**config.mk**
```make
export PLATFORM = sky130hd
export DESIGN_NAME = key_press_classifier_top
export DESIGN_NICKNAME = d
export VERILOG_FILES = /design/src/rtl/core/kpc_pkg.sv /design/src/rtl/core/kpc_csr.sv /design/src/rtl/core/kpc_classify.sv /design/src/rtl/core/key_press_classifier_top.sv
export SDC_FILE = /design/constraint.sdc
export NUM_CORES = 1
export LEC_CHECK = 0
export BUFFER_PORTS_ARGS = -buffer_cell sky130_fd_sc_hd__buf_4
export CAP_MARGIN = 20
export CORE_UTILIZATION = 48
export DETAILED_ROUTE_END_ITERATION = 10
export PLACE_DENSITY = 0.87
export SLEW_MARGIN = 15
export SYNTH_ARGS = -nofsm -noshare
export SYNTH_HDL_FRONTEND = slang
export SYNTH_HIERARCHICAL = 1
export SYNTH_SLANG_ARGS = --single-unit
```
**constraint.sdc**
```tcl
create_clock -name clock -period 2.9 [get_ports clock]
set_input_delay 0.435 -clock clock [delete_from_list [all_inputs] [get_ports clock]]
set_output_delay 0.435 -clock clock [all_outputs]
set_load 0.05 [all_outputs]
```
**src/rtl/core/kpc_pkg.sv**
```systemverilog
// Shared types, register codes and reset thresholds of the key press classifier.
package kpc_pkg;

   localparam int unsigned KeyWidth    = 6;
   localparam int unsigned TickWidth   = 8;
   localparam int unsigned AddrWidth   = 4;
   localparam int unsigned DataWidth   = 32;

   localparam logic [TickWidth-1:0] DebounceReset       = 8'd5;
   localparam logic [TickWidth-1:0] LongPressReset      = 8'd80;
   localparam logic [TickWidth-1:0] RepeatDelayReset    = 8'd100;
   localparam logic [TickWidth-1:0] RepeatIntervalReset = 8'd20;

   typedef enum logic [1:0] {
      REG_DEBOUNCE        = 2'd0,
      REG_LONG_PRESS      = 2'd1,
      REG_REPEAT_DELAY    = 2'd2,
      REG_REPEAT_INTERVAL = 2'd3
   } reg_index_type;

   typedef enum logic [1:0] {
      KIND_NONE   = 2'd0,
      KIND_NORMAL = 2'd1,
      KIND_LONG   = 2'd2,
      KIND_REPEAT = 2'd3
   } kind_type;

   typedef enum logic [4:0] {
      PHASE_START  = 5'b00001,
      PHASE_PRESS  = 5'b00010,
      PHASE_LONG   = 5'b00100,
      PHASE_DELAY  = 5'b01000,
      PHASE_REPEAT = 5'b10000
   } phase_type;

   typedef struct packed {
      logic [TickWidth-1:0] debounce_ticks;
      logic [TickWidth-1:0] long_press_ticks;
      logic [TickWidth-1:0] repeat_delay_ticks;
      logic [TickWidth-1:0] repeat_interval_ticks;
   } cfg_type;

endpackage

```
**src/rtl/core/kpc_csr.sv**
```systemverilog
// Threshold register file behind the APB-style configuration port.
module kpc_csr (
   input  logic                          clock,
   input  logic                          reset,
   input  logic                          psel,
   input  logic                          penable,
   input  logic                          pwrite,
   input  logic [kpc_pkg::AddrWidth-1:0] paddr,
   input  logic [kpc_pkg::DataWidth-1:0] pwdata,
   output logic [kpc_pkg::DataWidth-1:0] prdata,
   output logic                          pready,
   output kpc_pkg::cfg_type              cfg
);
   import kpc_pkg::*;

   cfg_type       cfg_ff;
   cfg_type       cfg_in;
   reg_index_type index;
   logic          wr_en;
   logic [TickWidth-1:0] rd_value;

   assign pready = 1'b1;
   assign index  = reg_index_type'(paddr[AddrWidth-1:2]);
   assign wr_en  = psel & penable & pwrite & pready;

   always_comb begin
      cfg_in = cfg_ff;
      if (wr_en) begin
         unique case (index)
            REG_DEBOUNCE:        cfg_in.debounce_ticks        = pwdata[TickWidth-1:0];
            REG_LONG_PRESS:      cfg_in.long_press_ticks      = pwdata[TickWidth-1:0];
            REG_REPEAT_DELAY:    cfg_in.repeat_delay_ticks    = pwdata[TickWidth-1:0];
            REG_REPEAT_INTERVAL: cfg_in.repeat_interval_ticks = pwdata[TickWidth-1:0];
            default:             cfg_in = cfg_ff;
         endcase
      end
   end

   always_comb begin
      unique case (index)
         REG_DEBOUNCE:        rd_value = cfg_ff.debounce_ticks;
         REG_LONG_PRESS:      rd_value = cfg_ff.long_press_ticks;
         REG_REPEAT_DELAY:    rd_value = cfg_ff.repeat_delay_ticks;
         REG_REPEAT_INTERVAL: rd_value = cfg_ff.repeat_interval_ticks;
         default:             rd_value = '0;
      endcase
   end

   assign prdata = {{(DataWidth-TickWidth){1'b0}}, rd_value};

   always_ff @(posedge clock) begin
      if (reset) begin
         cfg_ff.debounce_ticks        <= DebounceReset;
         cfg_ff.long_press_ticks      <= LongPressReset;
         cfg_ff.repeat_delay_ticks    <= RepeatDelayReset;
         cfg_ff.repeat_interval_ticks <= RepeatIntervalReset;
      end else begin
         cfg_ff <= cfg_in;
      end
   end

   assign cfg = cfg_ff;

endmodule

```
**src/rtl/core/kpc_classify.sv**
```systemverilog
// Phase machine, hold counter and result register of the key press classifier.
module kpc_classify (
   input  logic                         clock,
   input  logic                         reset,
   input  kpc_pkg::cfg_type             cfg,
   input  logic                         req_valid,
   output logic                         req_ready,
   input  logic [kpc_pkg::KeyWidth-1:0] req_key_code,
   output logic                         rsp_valid,
   input  logic                         rsp_ready,
   output logic [kpc_pkg::KeyWidth-1:0] rsp_report_key,
   output logic [1:0]                   rsp_report_kind
);
   import kpc_pkg::*;

   phase_type             phase_ff;
   phase_type             phase_in;
   logic [KeyWidth-1:0]   prev_key_ff;
   logic [KeyWidth-1:0]   prev_key_in;
   logic [TickWidth-1:0]  tick_ff;
   logic [TickWidth-1:0]  tick_in;
   logic                  rsp_valid_ff;
   logic                  rsp_valid_in;
   logic [KeyWidth-1:0]   report_key_ff;
   logic [KeyWidth-1:0]   report_key_in;
   kind_type              report_kind_ff;
   kind_type              report_kind_in;

   logic                  req_fire;
   logic                  match;
   logic                  hit;
   logic [TickWidth-1:0]  tick_inc;
   logic [TickWidth-1:0]  threshold;
   kind_type              phase_kind;
   phase_type             phase_next;

   assign req_ready = ~rsp_valid_ff | rsp_ready;
   assign req_fire  = req_valid & req_ready;

   always_comb begin
      unique case (phase_ff)
         PHASE_PRESS: begin
            threshold  = cfg.debounce_ticks;
            phase_kind = KIND_NORMAL;
            phase_next = PHASE_LONG;
         end
         PHASE_LONG: begin
            threshold  = cfg.long_press_ticks;
            phase_kind = KIND_LONG;
            phase_next = PHASE_DELAY;
         end
         PHASE_DELAY: begin
            threshold  = cfg.repeat_delay_ticks;
            phase_kind = KIND_NONE;
            phase_next = PHASE_REPEAT;
         end
         PHASE_REPEAT: begin
            threshold  = cfg.repeat_interval_ticks;
            phase_kind = KIND_REPEAT;
            phase_next = PHASE_REPEAT;
         end
         default: begin
            threshold  = '0;
            phase_kind = KIND_NONE;
            phase_next = PHASE_PRESS;
         end
      endcase
   end

   assign match    = (req_key_code != '0) && (req_key_code == prev_key_ff);
   assign tick_inc = tick_ff + TickWidth'(1);
   assign hit      = match && (tick_inc >= threshold);

   always_comb begin
      phase_in       = phase_ff;
      prev_key_in    = prev_key_ff;
      tick_in        = tick_ff;
      report_key_in  = '0;
      report_kind_in = KIND_NONE;
      if (match) begin
         tick_in = tick_inc;
         if (hit) begin
            tick_in        = '0;
            report_key_in  = req_key_code;
            report_kind_in = phase_kind;
            phase_in       = phase_next;
         end
      end else begin
         phase_in    = PHASE_START;
         prev_key_in = req_key_code;
      end
   end

   assign rsp_valid_in = req_fire | (rsp_valid_ff & ~rsp_ready);

   always_ff @(posedge clock) begin
      if (reset) begin
         phase_ff     <= PHASE_START;
         prev_key_ff  <= '0;
         tick_ff      <= '0;
         rsp_valid_ff <= 1'b0;
      end else begin
         rsp_valid_ff <= rsp_valid_in;
         if (req_fire) begin
            phase_ff    <= phase_in;
            prev_key_ff <= prev_key_in;
            tick_ff     <= tick_in;
         end
      end
   end

   always_ff @(posedge clock) begin
      if (req_fire) begin
         report_key_ff  <= report_key_in;
         report_kind_ff <= report_kind_in;
      end
   end

   assign rsp_valid       = rsp_valid_ff;
   assign rsp_report_key  = report_key_ff;
   assign rsp_report_kind = report_kind_ff;

`ifndef NO_ASSERTIONS
   a_kind_has_key: assert property (@(posedge clock) disable iff (reset)
      (rsp_valid_ff && report_kind_ff != KIND_NONE) |-> (report_key_ff != '0))
      else $error("classified report without a key");

   a_release_restarts: assert property (@(posedge clock) disable iff (reset)
      (req_fire && req_key_code == '0) |=> (prev_key_ff == '0 && phase_ff == PHASE_START))
      else $error("released key did not restart the phase machine");

   a_report_clears_tick: assert property (@(posedge clock) disable iff (reset)
      (req_fire && report_key_in != '0) |=> (tick_ff == '0))
      else $error("hold counter not cleared after a report");

   a_empty_takes_input: assert property (@(posedge clock) disable iff (reset)
      !rsp_valid_ff |-> req_ready)
      else $error("empty result register blocks input");
`endif

endmodule

```
**src/rtl/core/key_press_classifier_top.sv**
```systemverilog
// The result of an accepted transaction appears on the rsp_ channel in the cycle after it is accepted.
// Throughput: one transaction per cycle while rsp_ready is high; the result register frees on the cycle it is taken.
// Every accepted key code yields exactly one result (zero key and kind when no phase threshold is reached).
// Reset (synchronous, active high) restores the default thresholds 5, 80, 100 and 20,
// returns the phase machine to start and clears the latched key and hold counter.
module key_press_classifier_top (
   input  logic                          clock,
   input  logic                          reset,
   input  logic                          req_valid,
   output logic                          req_ready,
   input  logic [kpc_pkg::KeyWidth-1:0]  req_key_code,
   output logic                          rsp_valid,
   input  logic                          rsp_ready,
   output logic [kpc_pkg::KeyWidth-1:0]  rsp_report_key,
   output logic [1:0]                    rsp_report_kind,
   input  logic                          psel,
   input  logic                          penable,
   input  logic                          pwrite,
   input  logic [kpc_pkg::AddrWidth-1:0] paddr,
   input  logic [kpc_pkg::DataWidth-1:0] pwdata,
   output logic [kpc_pkg::DataWidth-1:0] prdata,
   output logic                          pready
);
   import kpc_pkg::*;

   cfg_type cfg;

   kpc_csr u_csr (
      .clock   (clock),
      .reset   (reset),
      .psel    (psel),
      .penable (penable),
      .pwrite  (pwrite),
      .paddr   (paddr),
      .pwdata  (pwdata),
      .prdata  (prdata),
      .pready  (pready),
      .cfg     (cfg)
   );

   kpc_classify u_classify (
      .clock           (clock),
      .reset           (reset),
      .cfg             (cfg),
      .req_valid       (req_valid),
      .req_ready       (req_ready),
      .req_key_code    (req_key_code),
      .rsp_valid       (rsp_valid),
      .rsp_ready       (rsp_ready),
      .rsp_report_key  (rsp_report_key),
      .rsp_report_kind (rsp_report_kind)
   );

endmodule
```
==> out/qor.yml <==
status: "complete, but fails checks"
violations: "negative setup slack"
syn_inst: 367
synthFlopType: "dfxtp_1"
io_pins: 92
crit_fanout: 5
synth_async_sr_flop_share: 0
gp_congestion: 0.8057
vias_per_cell: 5.654
worstMarginPinSlew_ns: 0.7373
layout.cells.non_filler: 520
drt-wirelength-per-cell_um: 16.22
rsz0062_at_grt: "yes"
grt_max_degree: 65
synth_area_um2: 3497
p_leak_nw: 1.783
hpwl_mm: 5.509
ys_seq_area_frac: 0.3664
top_layer: "met4"
clk_latency_ns: 0.34
dr.pass1.iters: 5
wl_met2_mm: 4.341
drt_iter0_markers: 181
relSlewSlack: 0.5039
antenna_found_initial: 0
worstPathArrival_ns: 3.17
post-route-period-util: 1.011
fin_skew_ns: 0.01259
cts_root_buf: "clkbuf_8"
power_density_nw_per_um2: 460.1
netlist.area_leader.share: 0.2977
die_h_um: 87.36
cap_viol_max_count: 0
cts_max_level: 3
drc: 0
initial_utilization: 0.5063
vias: 2940
cts.clk_slew.worst_paths_ns: 0.07
met1Wirelength_mm: 3.403
yosys.cell_types.count: 58
syn2layout_area_growth_pct: 19.07
ys_seq_elements: 60
portBuffers: 40
ant_nets: 0
required_ns: 3.14
fin_crit_ns: 2.931
drive_above_1_share: 0.2453
cts.path.max_buffers: 2
setup_ws_ns: -0.03074
synthTopCellsByArea: "dfxtp_1 30%, mux2i_1 7.4%, edfxtp_1 6.9%"
avgSynthCellArea_um2: 9.529
core-area_um2: 6907
die_area_um2: 7631
synth_edf_count: 8
die_x_um: 87.36
grt_first_pass_wirelength_mm: 12.80
hold_start: "req_valid"
grt.total_usage: 0.2187
crit_type: "flip-flop to flip-flop"
start_kind: "flip-flop"
slew_viol_final: 0
yosys_warnings: 6
fin_nets: 477
hold_buffers: 0
cts.sinks: 60
num_antenna_cells: 0
timing.rr.start: "u_classify/phase_ff[3]"
final_core_util: 0.6029
setup_viol_count_final: 7
vdd_drop_max_v: 0.0003129
startpoint: "u_classify/phase_ff[3]"
holdCritPathClass: "primary input to flip-flop"
first_global_vias: 2771
cts_made_buffers: 9
grt_overflow: 0
synth_top_cell_by_area: "dfxtp_1"
max_freq_mhz: 341.2
hold_viol_final: 0
end_kind: "flip-flop"
routed_wl_mm: 8.434
cts_tree: "built"
routed-wl-met3_um: 528
dp.cells: 493
rows: 30
==> worst max-delay path, stage by stage, from the launching register on <==
cell and delay [ns]:
dfxtp_1 0.33, or3_4 0.41, nor3b_4 0.28, buf_6 0.17, a22o_1 0.16, a221oi_2 0.05
ha_1 0.32, a31oi_1 0.17, nor2b_1 0.09, o21ai_2 0.23, buf_6 0.15, nand3b_1 0.14
o41ai_2 0.33
==> layer usage <==
layer	up-vias	track usage
li1	1394	-
met1	1390	0.2717
met2	139	0.3686
met3	17	0.04455
met4	0	0.09091
met5	-	0
==> final cells by class <==
type | instances | area (um2)
fill | 602 | 2743
multi-input combinational | 280 | 2082
sequential | 60 | 1282
timing repair buffer | 61 | 460.4
clock buffer | 10 | 127.6
tap | 96 | 120.1
clock inverter | 6 | 65.06
inverter | 7 | 26.28
==> timing repair <==
item	in CTS	in global routing
buffers inserted	1	7
pin swaps	0	9
setup endpoints to repair	12	17
gates cloned	0	2
gates resized for setup	4	17
==> cells by family after synthesis <==
group | after synthesis | share of synthesized area
and+or+nand+nor | 131 | 0.2193
other | 2 | 0.002147
adders and majority gates | 9 | 0.03220
xor gates and xnor gates | 12 | 0.03005
DFF | 60 | 0.3664
muxes | 34 | 0.1270
buffers and inverters | 50 | 0.08372
AOI/OAI and AO/OA | 69 | 0.1392
==> synthesized netlist by cell type (3+ instances only) <==
cell      number
nor2b_1        7
mux2i_1       26
buf_4         26
dfxtp_1       52
nor3b_1        3
edfxtp_1       8
mux4_2         7
a21oi_1       13
a22o_1         7
nand2b_1      28
o31ai_1        3
nor3_1         4
buf_2          6
a221oi_1       7
xnor2_1        8
inv_1          7
nand4_1        8
nand3_1        7
ha_1           9
o211a_1        3
a31oi_1        4
o21ai_0       16
and3_1         9
nand2_1       21
xor2_1         4
nor2_1        23
clkbuf_1       9
==> state kept, by name (all words and copies together) (netlist names) <==
| register | count |
|---|---|
| u_classify/rsp_report_key | 6 |
| u_csr/cfg | 32 |
| u_classify/tick_ff | 8 |
| u_classify/rsp_report_kind | 2 |
| u_classify/phase_ff | 5 |
| u_classify/rsp_valid | 1 |
| u_classify/prev_key_ff | 6 |
==> worst paths after layout <==
check	end	slack [ns]	cells past startpoint
worst max-delay path	u_classify/tick_ff[2]	-0.03	12
worst min-delay path	u_classify/rsp_valid	0.36	3
worst max register to register	u_classify/tick_ff[2]	-0.03	12
worst min register to register	u_classify/prev_key_ff[2]	0.49	2
==> stage by stage <==
stage               power, W  hold slack [ns]  area [um2]  TNS [ns]  setup WS (ns)
finish              0.001916           0.3589        4164   -0.1047       -0.03074
global route        0.001980           0.3547        4164    -1.165        -0.1261
floorplan           0.001130           0.4547        3585         0        0.07106
detailed placement  0.001178           0.4805        3812    -1.055        -0.1309
global placement    0.001171           0.4700        3812   -0.4154       -0.05961
CTS                 0.001924           0.3367        4033         0        0.04925
==> cell usage in the layout (no fill, tap or decap), types with 6 or more instances in the layout <==
cell type  count
nand3_1        7
a221oi_1       6
nand2b_1      28
inv_1          7
nand4_1        8
nor2_1        22
nand2_1       20
ha_1           9
o21ai_0       15
conb_1        25
a21oi_1       13
and3_1         9
nor2b_1        7
a22o_1         7
dfxtp_1       51
edfxtp_1       8
xnor2_1        8
buf_4         57
clkbuf_8       9
mux4_2         7
mux2i_1       26
==> where the power goes <==
group | leakage, nW | internal (W) | total [W] | switching, W
clock | 0.0862 | 0.000395 | 0.000752 | 0.000357
sequential | 0.503 | 0.000859 | 0.000871 | 0.0000125
combinational | 1.19 | 0.0000851 | 0.000292 | 0.000207
Note: power is estimated with default switching activity, not from simulation.
